--- config.mk ---
export PLATFORM = sky130hd
export DESIGN_NAME = multi_queue_fifo_with_removal_top
export DESIGN_NICKNAME = d
export VERILOG_FILES = /design/src/rtl/mqf_pkg.sv /design/src/rtl/mqf_dp.sv /design/src/rtl/mqf_ctrl.sv /design/src/rtl/multi_queue_fifo_with_removal_top.sv
export SDC_FILE = /design/constraint.sdc
export NUM_CORES = 2
export LEC_CHECK = 0
export BUFFER_PORTS_ARGS = -buffer_cell sky130_fd_sc_hd__buf_4
export CORE_UTILIZATION = 60
export DETAILED_ROUTE_END_ITERATION = 8
export PLACE_DENSITY_LB_ADDON = 0.05
export REMOVE_ABC_BUFFERS = 1
export SLEW_MARGIN = 30
export SYNTH_ARGS = -nofsm -noshare
export SYNTH_HDL_FRONTEND = slang
export SYNTH_SLANG_ARGS = --single-unit
--- constraint.sdc ---
create_clock -name i_clk -period 6.4 [get_ports i_clk]
set_input_delay 0.32 -clock i_clk [delete_from_list [all_inputs] [get_ports i_clk]]
set_output_delay 0.32 -clock i_clk [all_outputs]
set_load 0.1 [all_outputs]
--- src/rtl/mqf_pkg.sv ---
`default_nettype none
// ----------------------------------------------------------------------------
// mqf_pkg
// shared codes, field widths and control/status bundles of the multi-queue fifo
// ----------------------------------------------------------------------------
package mqf_pkg;

    localparam int OP_W    = 2;
    localparam int QI_W    = 3;
    localparam int ID_W    = 8;
    localparam int ST_W    = 2;
    localparam int CNTO_W  = 7;

    // operation codes
    localparam logic [OP_W-1:0] OP_PUSH   = 2'd0;
    localparam logic [OP_W-1:0] OP_POP    = 2'd1;
    localparam logic [OP_W-1:0] OP_REMOVE = 2'd2;
    localparam logic [OP_W-1:0] OP_NOP    = 2'd3;

    // status codes
    localparam logic [ST_W-1:0] ST_OK       = 2'd0;
    localparam logic [ST_W-1:0] ST_FULL     = 2'd1;
    localparam logic [ST_W-1:0] ST_EMPTY    = 2'd2;
    localparam logic [ST_W-1:0] ST_NOTFOUND = 2'd3;

    // finish codes from controller to datapath
    localparam int FIN_W = 3;
    localparam logic [FIN_W-1:0] FIN_NONE  = 3'd0;
    localparam logic [FIN_W-1:0] FIN_PUSH  = 3'd1;
    localparam logic [FIN_W-1:0] FIN_FULL  = 3'd2;
    localparam logic [FIN_W-1:0] FIN_EMPTY = 3'd3;
    localparam logic [FIN_W-1:0] FIN_NOP   = 3'd4;
    localparam logic [FIN_W-1:0] FIN_SCAN  = 3'd5;

    typedef struct packed {
        logic             load;      // capture command, clear scan state
        logic             rd_issue;  // read next entry of the scan
        logic [FIN_W-1:0] fin;       // close the transaction
    } t_dp_cmd;

    typedef struct packed {
        logic [OP_W-1:0] op;
        logic            q_ok;
        logic            empty;
        logic            full;
        logic            last_issue;
    } t_dp_stat;

endpackage : mqf_pkg
`default_nettype wire

--- src/rtl/mqf_dp.sv ---
`default_nettype none
// ----------------------------------------------------------------------------
// mqf_dp
// datapath: command registers, per-queue counts, entry memory and scan pipeline
// ----------------------------------------------------------------------------
module mqf_dp
    import mqf_pkg::*;
#(
    parameter int NUM_QUEUES  = 5,
    parameter int QUEUE_DEPTH = 64
) (
    input  wire logic              i_clk,
    input  wire logic              i_rst_n,
    input  wire logic [OP_W-1:0]   i_op,
    input  wire logic [QI_W-1:0]   i_queue_index,
    input  wire logic [ID_W-1:0]   i_task_id,
    input  wire t_dp_cmd           i_cmd,
    output t_dp_stat               o_stat,
    output logic                   o_result_valid,
    output logic [ID_W-1:0]        o_popped_id,
    output logic [ST_W-1:0]        o_status,
    output logic [CNTO_W-1:0]      o_count_after
);

    localparam int QIW       = (NUM_QUEUES > 1) ? $clog2(NUM_QUEUES) : 1;
    localparam int CW        = $clog2(QUEUE_DEPTH + 1);
    localparam int PW        = $clog2(QUEUE_DEPTH);
    localparam int MEM_DEPTH = NUM_QUEUES * QUEUE_DEPTH;
    localparam int AW        = (MEM_DEPTH > 1) ? $clog2(MEM_DEPTH) : 1;

    logic [OP_W-1:0]   r_op;
    logic [QI_W-1:0]   r_q;
    logic [ID_W-1:0]   r_id;
    logic [CW-1:0]     r_counts [NUM_QUEUES];
    logic [PW-1:0]     r_ptr;
    logic              r_rd_valid;
    logic [PW-1:0]     r_rd_pos;
    logic [ID_W-1:0]   r_rdata;
    logic              r_found;
    logic [ID_W-1:0]   r_hit;
    logic [ID_W-1:0]   r_mem [MEM_DEPTH];
    logic              r_res_valid;
    logic [ID_W-1:0]   r_popped;
    logic [ST_W-1:0]   r_status;
    logic [CW-1:0]     r_count;

    logic [QIW-1:0]    q_idx;
    logic              q_ok;
    logic [CW-1:0]     cur_count;
    logic [AW-1:0]     rd_addr;
    logic [AW-1:0]     wr_addr;
    logic [ID_W-1:0]   wr_data;
    logic              we;
    logic              match;
    logic              find;
    logic              shift_we;
    logic              is_push;

    assign q_idx = QIW'(r_q);
    assign q_ok  = (int'(r_q) < NUM_QUEUES);

    always_comb begin
        cur_count = '0;
        if (q_ok) begin
            cur_count = r_counts[q_idx];
        end
    end

    // scan: read entries in order, after the hit move each entry one slot toward the head
    assign match    = (r_op == OP_POP) || (r_rdata == r_id);
    assign find     = r_rd_valid && !r_found && match;
    assign shift_we = r_rd_valid && r_found;
    assign is_push  = (i_cmd.fin == FIN_PUSH);

    assign rd_addr = AW'(int'(q_idx) * QUEUE_DEPTH + int'(r_ptr));

    always_comb begin
        we      = shift_we || is_push;
        wr_addr = AW'(int'(q_idx) * QUEUE_DEPTH + int'(r_rd_pos) - 1);
        wr_data = r_rdata;
        if (is_push) begin
            wr_addr = AW'(int'(q_idx) * QUEUE_DEPTH + int'(cur_count));
            wr_data = r_id;
        end
    end

    always_ff @(posedge i_clk) begin
        if (we) begin
            r_mem[wr_addr] <= wr_data;
        end
        if (i_cmd.rd_issue) begin
            r_rdata <= r_mem[rd_addr];
        end
    end

    always_comb begin
        o_stat.op         = r_op;
        o_stat.q_ok       = q_ok;
        o_stat.empty      = (cur_count == '0);
        o_stat.full       = (cur_count >= CW'(QUEUE_DEPTH));
        o_stat.last_issue = (CW'(r_ptr) == cur_count - CW'(1));
    end

    always_ff @(posedge i_clk) begin
        if (i_cmd.load) begin
            r_op <= i_op;
            r_q  <= i_queue_index;
            r_id <= i_task_id;
        end
        if (i_cmd.rd_issue) begin
            r_rd_pos <= r_ptr;
        end
        if (find) begin
            r_hit <= (r_op == OP_POP) ? r_rdata : '0;
        end
    end

    always_ff @(posedge i_clk) begin
        if (!i_rst_n) begin
            r_ptr       <= '0;
            r_rd_valid  <= 1'b0;
            r_found     <= 1'b0;
            r_res_valid <= 1'b0;
            for (int i = 0; i < NUM_QUEUES; i++) begin
                r_counts[i] <= '0;
            end
        end else begin
            r_rd_valid  <= i_cmd.rd_issue;
            r_res_valid <= (i_cmd.fin != FIN_NONE);
            if (i_cmd.load) begin
                r_ptr   <= '0;
                r_found <= 1'b0;
            end else begin
                if (i_cmd.rd_issue) begin
                    r_ptr <= r_ptr + PW'(1);
                end
                if (find) begin
                    r_found <= 1'b1;
                end
            end
            if (is_push) begin
                r_counts[q_idx] <= cur_count + CW'(1);
            end else if ((i_cmd.fin == FIN_SCAN) && r_found) begin
                r_counts[q_idx] <= cur_count - CW'(1);
            end
        end
    end

    always_ff @(posedge i_clk) begin
        case (i_cmd.fin)
            FIN_PUSH: begin
                r_popped <= '0;
                r_status <= ST_OK;
                r_count  <= cur_count + CW'(1);
            end
            FIN_FULL: begin
                r_popped <= '0;
                r_status <= ST_FULL;
                r_count  <= cur_count;
            end
            FIN_EMPTY: begin
                r_popped <= '0;
                r_status <= ST_EMPTY;
                r_count  <= cur_count;
            end
            FIN_NOP: begin
                r_popped <= '0;
                r_status <= ST_OK;
                r_count  <= cur_count;
            end
            FIN_SCAN: begin
                if (r_found) begin
                    r_popped <= r_hit;
                    r_status <= ST_OK;
                    r_count  <= cur_count - CW'(1);
                end else begin
                    r_popped <= '0;
                    r_status <= ST_NOTFOUND;
                    r_count  <= cur_count;
                end
            end
            default: begin
                r_popped <= r_popped;
            end
        endcase
    end

    assign o_result_valid = r_res_valid;
    assign o_popped_id    = r_popped;
    assign o_status       = r_status;
    assign o_count_after  = CNTO_W'(r_count);

endmodule : mqf_dp
`default_nettype wire

--- src/rtl/mqf_ctrl.sv ---
`default_nettype none
// ----------------------------------------------------------------------------
// mqf_ctrl
// controller: decodes the command and sequences the entry scan
// ----------------------------------------------------------------------------
module mqf_ctrl
    import mqf_pkg::*;
(
    input  wire logic     i_clk,
    input  wire logic     i_rst_n,
    input  wire logic     i_start,
    input  wire t_dp_stat i_stat,
    output t_dp_cmd       o_cmd,
    output logic          o_busy
);

    localparam logic [2:0] S_IDLE  = 3'd0;
    localparam logic [2:0] S_CHECK = 3'd1;
    localparam logic [2:0] S_SCAN  = 3'd2;
    localparam logic [2:0] S_WAIT  = 3'd3;
    localparam logic [2:0] S_FIN   = 3'd4;

    logic [2:0] r_state;
    logic [2:0] n_state;

    always_comb begin
        n_state        = r_state;
        o_cmd.load     = 1'b0;
        o_cmd.rd_issue = 1'b0;
        o_cmd.fin      = FIN_NONE;
        case (r_state)
            S_IDLE: begin
                if (i_start) begin
                    o_cmd.load = 1'b1;
                    n_state    = S_CHECK;
                end
            end
            S_CHECK: begin
                n_state = S_IDLE;
                case (i_stat.op)
                    OP_PUSH: begin
                        o_cmd.fin = (!i_stat.q_ok || i_stat.full) ? FIN_FULL : FIN_PUSH;
                    end
                    OP_POP, OP_REMOVE: begin
                        if (!i_stat.q_ok || i_stat.empty) begin
                            o_cmd.fin = FIN_EMPTY;
                        end else begin
                            n_state = S_SCAN;
                        end
                    end
                    default: begin
                        o_cmd.fin = FIN_NOP;
                    end
                endcase
            end
            S_SCAN: begin
                o_cmd.rd_issue = 1'b1;
                if (i_stat.last_issue) begin
                    n_state = S_WAIT;
                end
            end
            S_WAIT: begin
                n_state = S_FIN;
            end
            S_FIN: begin
                o_cmd.fin = FIN_SCAN;
                n_state   = S_IDLE;
            end
            default: begin
                n_state = S_IDLE;
            end
        endcase
    end

    always_ff @(posedge i_clk) begin
        if (!i_rst_n) begin
            r_state <= S_IDLE;
        end else begin
            r_state <= n_state;
        end
    end

    assign o_busy = (r_state != S_IDLE);

endmodule : mqf_ctrl
`default_nettype wire

--- src/rtl/multi_queue_fifo_with_removal_top.sv ---
`default_nettype none
// ----------------------------------------------------------------------------
// multi_queue_fifo_with_removal_top
// several fifo queues of task ids with push, pop and remove-by-id
// ----------------------------------------------------------------------------
// a command is taken when start is high and busy is low. every command gives
// exactly one result, shown for one cycle with o_result_valid high; the
// receiver cannot stall, so it must take the result in that cycle. push,
// no-op and any command that fails on an empty, full or out-of-range queue
// are closed in the check state; the result shows in the cycle after that.
// pop and remove on a non-empty queue walk the queue's entries through the
// entry memory (one read port and one write port), one entry per cycle,
// reading each entry and writing it back one slot toward the head once the
// hit has been passed; busy stays high through the check, scan, wait and
// finish states. pop and remove always walk the whole queue. failed
// commands leave the state as it was. the entry memory needs no clearing
// after reset: only the per-queue counts are reset, and only entries below
// a count are read.
// ----------------------------------------------------------------------------
module multi_queue_fifo_with_removal_top
    import mqf_pkg::*;
#(
    parameter int NUM_QUEUES  = 5,
    parameter int QUEUE_DEPTH = 64
) (
    input  wire logic              i_clk,
    input  wire logic              i_rst_n,
    input  wire logic              start,
    output logic                   busy,
    input  wire logic [OP_W-1:0]   i_op,
    input  wire logic [QI_W-1:0]   i_queue_index,
    input  wire logic [ID_W-1:0]   i_task_id,
    output logic                   o_result_valid,
    output logic [ID_W-1:0]        o_popped_id,
    output logic [ST_W-1:0]        o_status,
    output logic [CNTO_W-1:0]      o_count_after
);

    t_dp_cmd  dp_cmd;
    t_dp_stat dp_stat;

    // sequencing of each transaction
    mqf_ctrl u_ctrl (
        .i_clk   (i_clk),
        .i_rst_n (i_rst_n),
        .i_start (start),
        .i_stat  (dp_stat),
        .o_cmd   (dp_cmd),
        .o_busy  (busy)
    );

    // counts, entry memory and result registers
    mqf_dp #(
        .NUM_QUEUES  (NUM_QUEUES),
        .QUEUE_DEPTH (QUEUE_DEPTH)
    ) u_dp (
        .i_clk          (i_clk),
        .i_rst_n        (i_rst_n),
        .i_op           (i_op),
        .i_queue_index  (i_queue_index),
        .i_task_id      (i_task_id),
        .i_cmd          (dp_cmd),
        .o_stat         (dp_stat),
        .o_result_valid (o_result_valid),
        .o_popped_id    (o_popped_id),
        .o_status       (o_status),
        .o_count_after  (o_count_after)
    );

`ifndef SYNTHESIS
    // a result strobe lasts exactly one cycle
    a_strobe_single: assert property (@(posedge i_clk) disable iff (!i_rst_n)
        o_result_valid |=> !o_result_valid)
        else $error("result strobe longer than one cycle");

    // an accepted transaction makes the block busy
    a_accept_busy: assert property (@(posedge i_clk) disable iff (!i_rst_n)
        (start && !busy) |=> busy)
        else $error("accepted transaction did not raise busy");

    // when a result shows, the block is already free for the next transaction
    a_result_idle: assert property (@(posedge i_clk) disable iff (!i_rst_n)
        o_result_valid |-> !busy)
        else $error("result shown while still busy");

    // a failing transaction never returns an id
    a_fail_no_id: assert property (@(posedge i_clk) disable iff (!i_rst_n)
        (o_result_valid && (o_status != ST_OK)) |-> (o_popped_id == '0))
        else $error("id returned with a failure status");
`endif

endmodule : multi_queue_fifo_with_removal_top
`default_nettype wire

Yosys cells after proc, flatten, opt, wreduce, memory -nomap -nowiden

Memories as Yosys holds them, arrays and structs flattened. A register that Yosys moved wholly into a read port is not among the register bits.
Cells that the tools add are included.

Register bits: 56
Bits in writable memories: 2595
Output and inout bits: 19
Word-level logic and storage cells: 102
Memories: 2

Memory list:

| name          | words | bits a word | rd ports | clocked after Yosys merged registers in | write ports | RTL line     | text |
|---|---|---|---|---|---|---|---|
| u_dp.r_mem    | 320   | 8           | 1        | 1                                       | 1           | mqf_dp.sv:41 | `logic [ID_W-1:0] r_mem [MEM_DEPTH];` |
| u_dp.r_counts | 5     | 7           | 1        | 1                                       | 5           | mqf_dp.sv:34 | `logic [CW-1:0] r_counts [NUM_QUEUES];` |

Add/sub/neg operators: 7
$lt $le $gt $ge: 2
Equal/unequal tests: 15
Muxes and demuxes: 36
Bitwise logic cells: 2
Reductions and logical operators: 25

Operator list:

| operator                                          | number |
|---|---|
| 2-to-1 mux 7 bit                                  | 4 |
| one-hot mux 7 bit (3 select lines)                | 1 |
| adder 9 x 6 -> 9 bit                              | 2 |
| 2-to-1 mux 8 bit                                  | 2 |
| one-hot mux 8 bit (2 select lines)                | 1 |
| 2-to-1 mux 1 bit                                  | 14 |
| == test 3 x 2 -> 1 bit (second input constant)    | 4 |
| 2-to-1 mux 3 bit                                  | 4 |
| one-hot mux 3 bit (2 select lines)                | 2 |
| one-hot mux 3 bit (4 select lines)                | 1 |
| 2-to-1 mux 2 bit                                  | 5 |
| adder 9 x 7 -> 9 bit                              | 1 |
| == test 3 bit (second input constant)             | 3 |
| 2-to-1 mux 9 bit                                  | 1 |
| nonzero test 3 bit                                | 3 |
| subtractor 9 x 2 -> 9 bit (second input constant) | 1 |
| == test 8 bit                                     | 1 |
| one-hot mux 2 bit (4 select lines)                | 1 |
| adder 7 x 1 -> 7 bit (second input constant)      | 1 |
| == test 6 x 7 -> 1 bit                            | 1 |
| >= comparator 7 bit (second input constant)       | 1 |
| zero test 7 bit                                   | 1 |
| OR reduction 7 bit                                | 1 |
| subtractor 7 x 1 -> 7 bit (second input constant) | 1 |
| other kinds (19)                                  | 30 |

Longest topological paths before layout

Depth in word-level cells: 16
Gate-level depth with buffers: 15
Depth with buffers taken out: 11

Cells and area by module

From an unflattened synthesis, not the netlist that was laid out.

Cells, all modules: 5298
Area, all modules: 105687.6 µm²

Modules (own cells, without submodules):

| module   | instances | cells each | area each (µm²) | seq. area each (µm²) |
|---|---|---|---|---|
| mqf_dp   | 1         | 5266       | 105443.6        | 80357.1 |
| mqf_ctrl | 1         | 32         | 244.0           | 60.1 |

Worst setup path before layout

Ideal clock, no wire load.

Kind: reg2reg
Start point: register (tool-made name)
End point: memory u_dp.r_mem[0][0], data pin
Library setup time: 0.645 ns
Arrival: 4.731 ns
Slack: 1.024 ns
Stages on the path, launching flop included: 13
Path buffers: 5
Cell sequence: dfxtp_1 -> buf_6 -> buf_12 -> buf_8 -> mux2i_1 -> a22oi_2 -> nand4_2 -> ha_1 -> and4b_4 -> a31oi_4 -> buf_4 -> buf_2 -> mux2_2

RTL lines:

| what      | RTL line |
|---|---|
| to (decl) | mqf_dp.sv:41 |

Worst setup path in the final report

Start point: register u_dp.r_q[1], in the netlist u_dp.q_idx[1]
End point: memory u_dp.r_mem[106][4] (enable)

Cells in the longest elaborated chain, start to end: 11
Elaborated cells between the ends (all ways): 19

Ends and longest elaborated chain:

| what                                                   | RTL line                       | text |
|---|---|---|
| from (decl)                                            | mqf_dp.sv:32                   | `logic [QI_W-1:0] r_q;` |
| from (signal assigned)                                 | mqf_dp.sv:107                  | `r_q <= i_queue_index;` |
| less-than comparator 3 bit                             | mqf_dp.sv:60                   | `assign q_ok = (int'(r_q) < NUM_QUEUES);` |
| 2-to-1 mux 7 bit                                       | mqf_dp.sv:64                   | `if (q_ok) begin` |
| >= comparator 7 bit or zero test 7 bit (tied branches) | mqf_dp.sv:100, mqf_dp.sv:99    |  |
| logical OR 1 bit (on tied branches)                    | mqf_ctrl.sv:42, mqf_ctrl.sv:45 |  |
| 2-to-1 mux 2 bit (on tied branches)                    | mqf_ctrl.sv:42, mqf_ctrl.sv:45 |  |
| one-hot mux 3 bit (2 select lines)                     | mqf_ctrl.sv:40                 | `case (i_stat.op)` |
| one-hot mux 3 bit (2 select lines)                     | mqf_ctrl.sv:31                 | `case (r_state)` |
| == test 3 x 1 -> 1 bit                                 | mqf_dp.sv:73                   | `assign is_push = (i_cmd.fin == FIN_PUSH);` |
| logical OR 1 bit                                       | mqf_dp.sv:78                   | `we = shift_we \|\| is_push;` |
| 2-to-1 mux 1 bit                                       | mqf_dp.sv:88                   | `if (we) begin` |
| 2-to-1 mux 1 bit (not written as such)                 | mqf_dp.sv:89                   | `r_mem[wr_addr] <= wr_data;` |

Parallel ways exist; a longest one is shown, timed or not.

==> results by group <==
Run status
  • Outcome: complete, no violations

Logic synthesis
  • Adder-cell share of the synthesized area: 0.00106
  • Synth Cell Area: 0.106 mm²
  • Syn Area/Cell: 21.7 µm²
  • Mux share of post-synthesis cell area: 0.176
  • Cell variety after synth: 84
  • Mapped Cells: 4,886
  • Complex-gate fraction of the synthesized area: 0.0139
  • Register area share after synthesis: 0.760
  • Synth Area in Simple Gates: 0.0317
  • Async S/R FF share, synth: 0
  • Post-synth EDFFs: 2,668
  • Yosys warns: 0
  • Largest family of logic cells by synthesized area: multiplexers
  • Synth Flop Type: edfxtp_1
  • Post-synthesis xor/xnor area fraction: 0.00312
  • Post-synthesis register bit count: 2,683

STA
  • Final worst-path cycle share: 0.887
  • Setup ws final: 0.721 ns
  • RSZ-0062 raised after global routing: false
  • Final Skew: 0.0413 ns
  • Worst slew margin: 0.276
  • Setup violators final: 0
  • Max Fclk: 176 MHz
  • Worst Tran Pin Value: 1.08 ns
  • Final hold vios: 0
  • Pins Over Slew Limit: 0
  • Min cycle time layout: 5.68 ns

Clock network
  • Clock buffer count from CTS: 285
  • Max clock buf depth: 4
  • Clk root buf: clkbuf_16
  • CTS H-tree lvls: 5
  • Clk slew on worst S/H paths: 0.06 ns
  • CTS sink cnt: 2,683
  • CTS tree: built
  • Clk_lat worst skew: 0.93 ns

Placement
  • HPWL after detailed placement: 159,000 µm
  • Setup WS pre-CTS: 0.792 ns
  • Gp weighted congestion: 0.893
  • Placed cell count: 7,127
  • Port bufs: 34
  • Dpl cell area: 0.109 mm²

Run
  • Max-cap violations: 0

Worst setup path
  • Worst path slowest cell: nor2_1
  • Critical path class: reg -> reg
  • Worst reg2reg startpoint: u_dp.q_idx[1]
  • CP startpoint kind: flip-flop
  • Crit-path cells: o21ai_0, nand4_2, ha_1, and4b_4, a31oi_4, buf_4, mux2i_1, buf_4, nand2_1, nor2_1
  • Worst path top cell family by delay: simple AND/OR/NAND/NOR gates
  • Crit path DAT: 6.22 ns
  • Worst path max stage delay: 0.83 ns
  • FF-to-FF setup slack: 0.72 ns
  • WP buf/inv: 2
  • Most common cell on crit path: buf_4
  • Worst Setup SP: u_dp.q_idx[1]
  • Element type at the critical path end: flip-flop
  • Required @ worst endpoint: 6.94 ns
  • Worst Path Max Fanout: 22

Route
  • Routed len/inst: 33.8 µm
  • Via density: 6.67
  • M1 wire length: 102,000 µm
  • 1st-pass router iterations: 6
  • Post-DRT Antenna Nets: 0
  • Detailed Route Iter0 Violations: 5,907
  • Metal3 WL: 21,800 µm
  • Post-route DRC: 0
  • Routed vias: 50,900
  • Met2 wire len: 123,000 µm
  • Routed wire length: 258,000 µm
  • Top Metal Used: met5

Cells and area
  • Layout cells sized above 1: 0.265
  • Final #Nets: 5,134
  • Area added between synthesis and finish: 12.1%
  • Core Util, Final: 0.679
  • Commonest non-fill, non-tap cell in the layout: edfxtp_1
  • Most frequent cells in the layout: 2,668 x edfxtp_1, 755 x mux4_2, 394 x nor2_1, 293 x clkbuf_16, 160 x buf_4
  • Final Instance Area: 0.119 mm²
  • Final Non-Filler Cells: 7,638

Worst hold path
  • Hold_sp: i_task_id[7]
  • Worst min path class: in -> reg

Pwr
  • LEAKAGE: 35.7 nW
  • PwrDens: 302 mW/mm²
  • VDD IR max: 322 µV

GRT
  • Largest net degree at the start of global routing: 201
  • Antenna violations before repair: 7
  • Gr usage total: 0.295
  • Vias in the first global route: 51,000
  • Total gr overflow: 0
  • Global-route wire length before repair: 372,000 µm

Floorplanning
  • Row cnt: 153
  • Area of the die: 0.178 mm²
  • Width of the die: 422 µm
  • Starting Density: 0.606
  • Die height: 422 µm
  • Core area: 0.175 mm²
  • Ports: 35
[registers in the layout, summed over array words and instances, names as in the netlist, 6 cells and up, named ones only]
register / flops
u_dp.o_count_after: 7
u_dp.o_popped_id: 8
u_dp.r_counts: 56
u_dp.r_hit: 8
u_dp.r_id: 8
u_dp.r_mem: 2560
u_dp.r_ptr: 6
u_dp.r_rd_pos: 6
u_dp.r_rdata: 8
[path summary, 6_finish.rpt]
kind	to	cells past startpoint
worst max-delay path	u_dp.r_mem[106][4]	10
worst min-delay path	u_dp.r_id[7]	2
worst max register to register	u_dp.r_mem[106][4]	10
worst min register to register	u_dp.o_popped_id[7]	1
[power by group]
group | switching (mW) | total, mW | internal [mW]
Combinational | 0.638 | 0.882 | 0.243
Clock | 6.49 | 15.7 | 9.25
Sequential | 0.0309 | 19.2 | 19.2
[timing repair]
action,4_1_cts,5_1_grt
setup buffers,0,0
hold endpoints to repair,67,0
hold buffers,15,0
resized for setup,0,0
[metrics by stage]
stage / setup TNS, ns / power, mW / hold WS [ns]
2_1_floorplan: -351.15 / 20.2 / 0.419
3_3_place_gp: 0 / 20.4 / 0.502
3_5_place_dp: 0 / 20.4 / 0.504
4_1_cts: 0 / 36.0 / 0.0627
5_1_grt: 0 / 36.7 / 0.0863
6_report: 0 / 35.8 / 0.119
[area by class of cell]
| class | count | area [µm²] |
|---|---|---|
| antenna | 7 | 17.5 |
| clock buffer | 344 | 7520 |
| clock inverter | 140 | 1250 |
| fill | 11000 | 56000 |
| inverter | 25 | 95.1 |
| multi-input combinational | 1901 | 24100 |
| sequential | 2683 | 80400 |
| tap | 2325 | 2910 |
| timing repair buffer | 213 | 2190 |
[cells by family (layout without fill, tap and decap cells)]
logic type / Yosys count / in the layout
mux: 908 / 908
simple gates: 745 / 745
compound gates: 203 / 203
other cells: 0 / 7
fa+ha+maj: 9 / 9
flops: 2683 / 2683
xor+xnor: 36 / 36
buf+inv: 302 / 722
[routing by layer]
metal | track usage | vias to the layer above
li1 | - | 20800
met1 | 0.424 | 27000
met2 | 0.454 | 2553
met3 | 0.0567 | 514
met4 | 0.119 | 4
met5 | 0 | -
[cell usage after synthesis (20+ instances only)]
cell type / number / area share
inv_1: 22 / 0.00078
nand3_1: 51 / 0.0024
clkbuf_1: 95 / 0.0034
and2_1: 20 / 0.0012
nand2b_1: 33 / 0.0020
buf_2: 101 / 0.0048
buf_1: 31 / 0.0011
a22oi_1: 54 / 0.0038
buf_4: 31 / 0.0022
nand4_1: 22 / 0.0013
a21oi_1: 33 / 0.0016
mux4_2: 755 / 0.16
nand2_1: 137 / 0.0049
mux2i_1: 135 / 0.013
edfxtp_1: 2668 / 0.76
o21ai_0: 28 / 0.0013
xnor2_1: 27 / 0.0022
nor2_1: 400 / 0.014
Power figures use the tool's default switching activity.
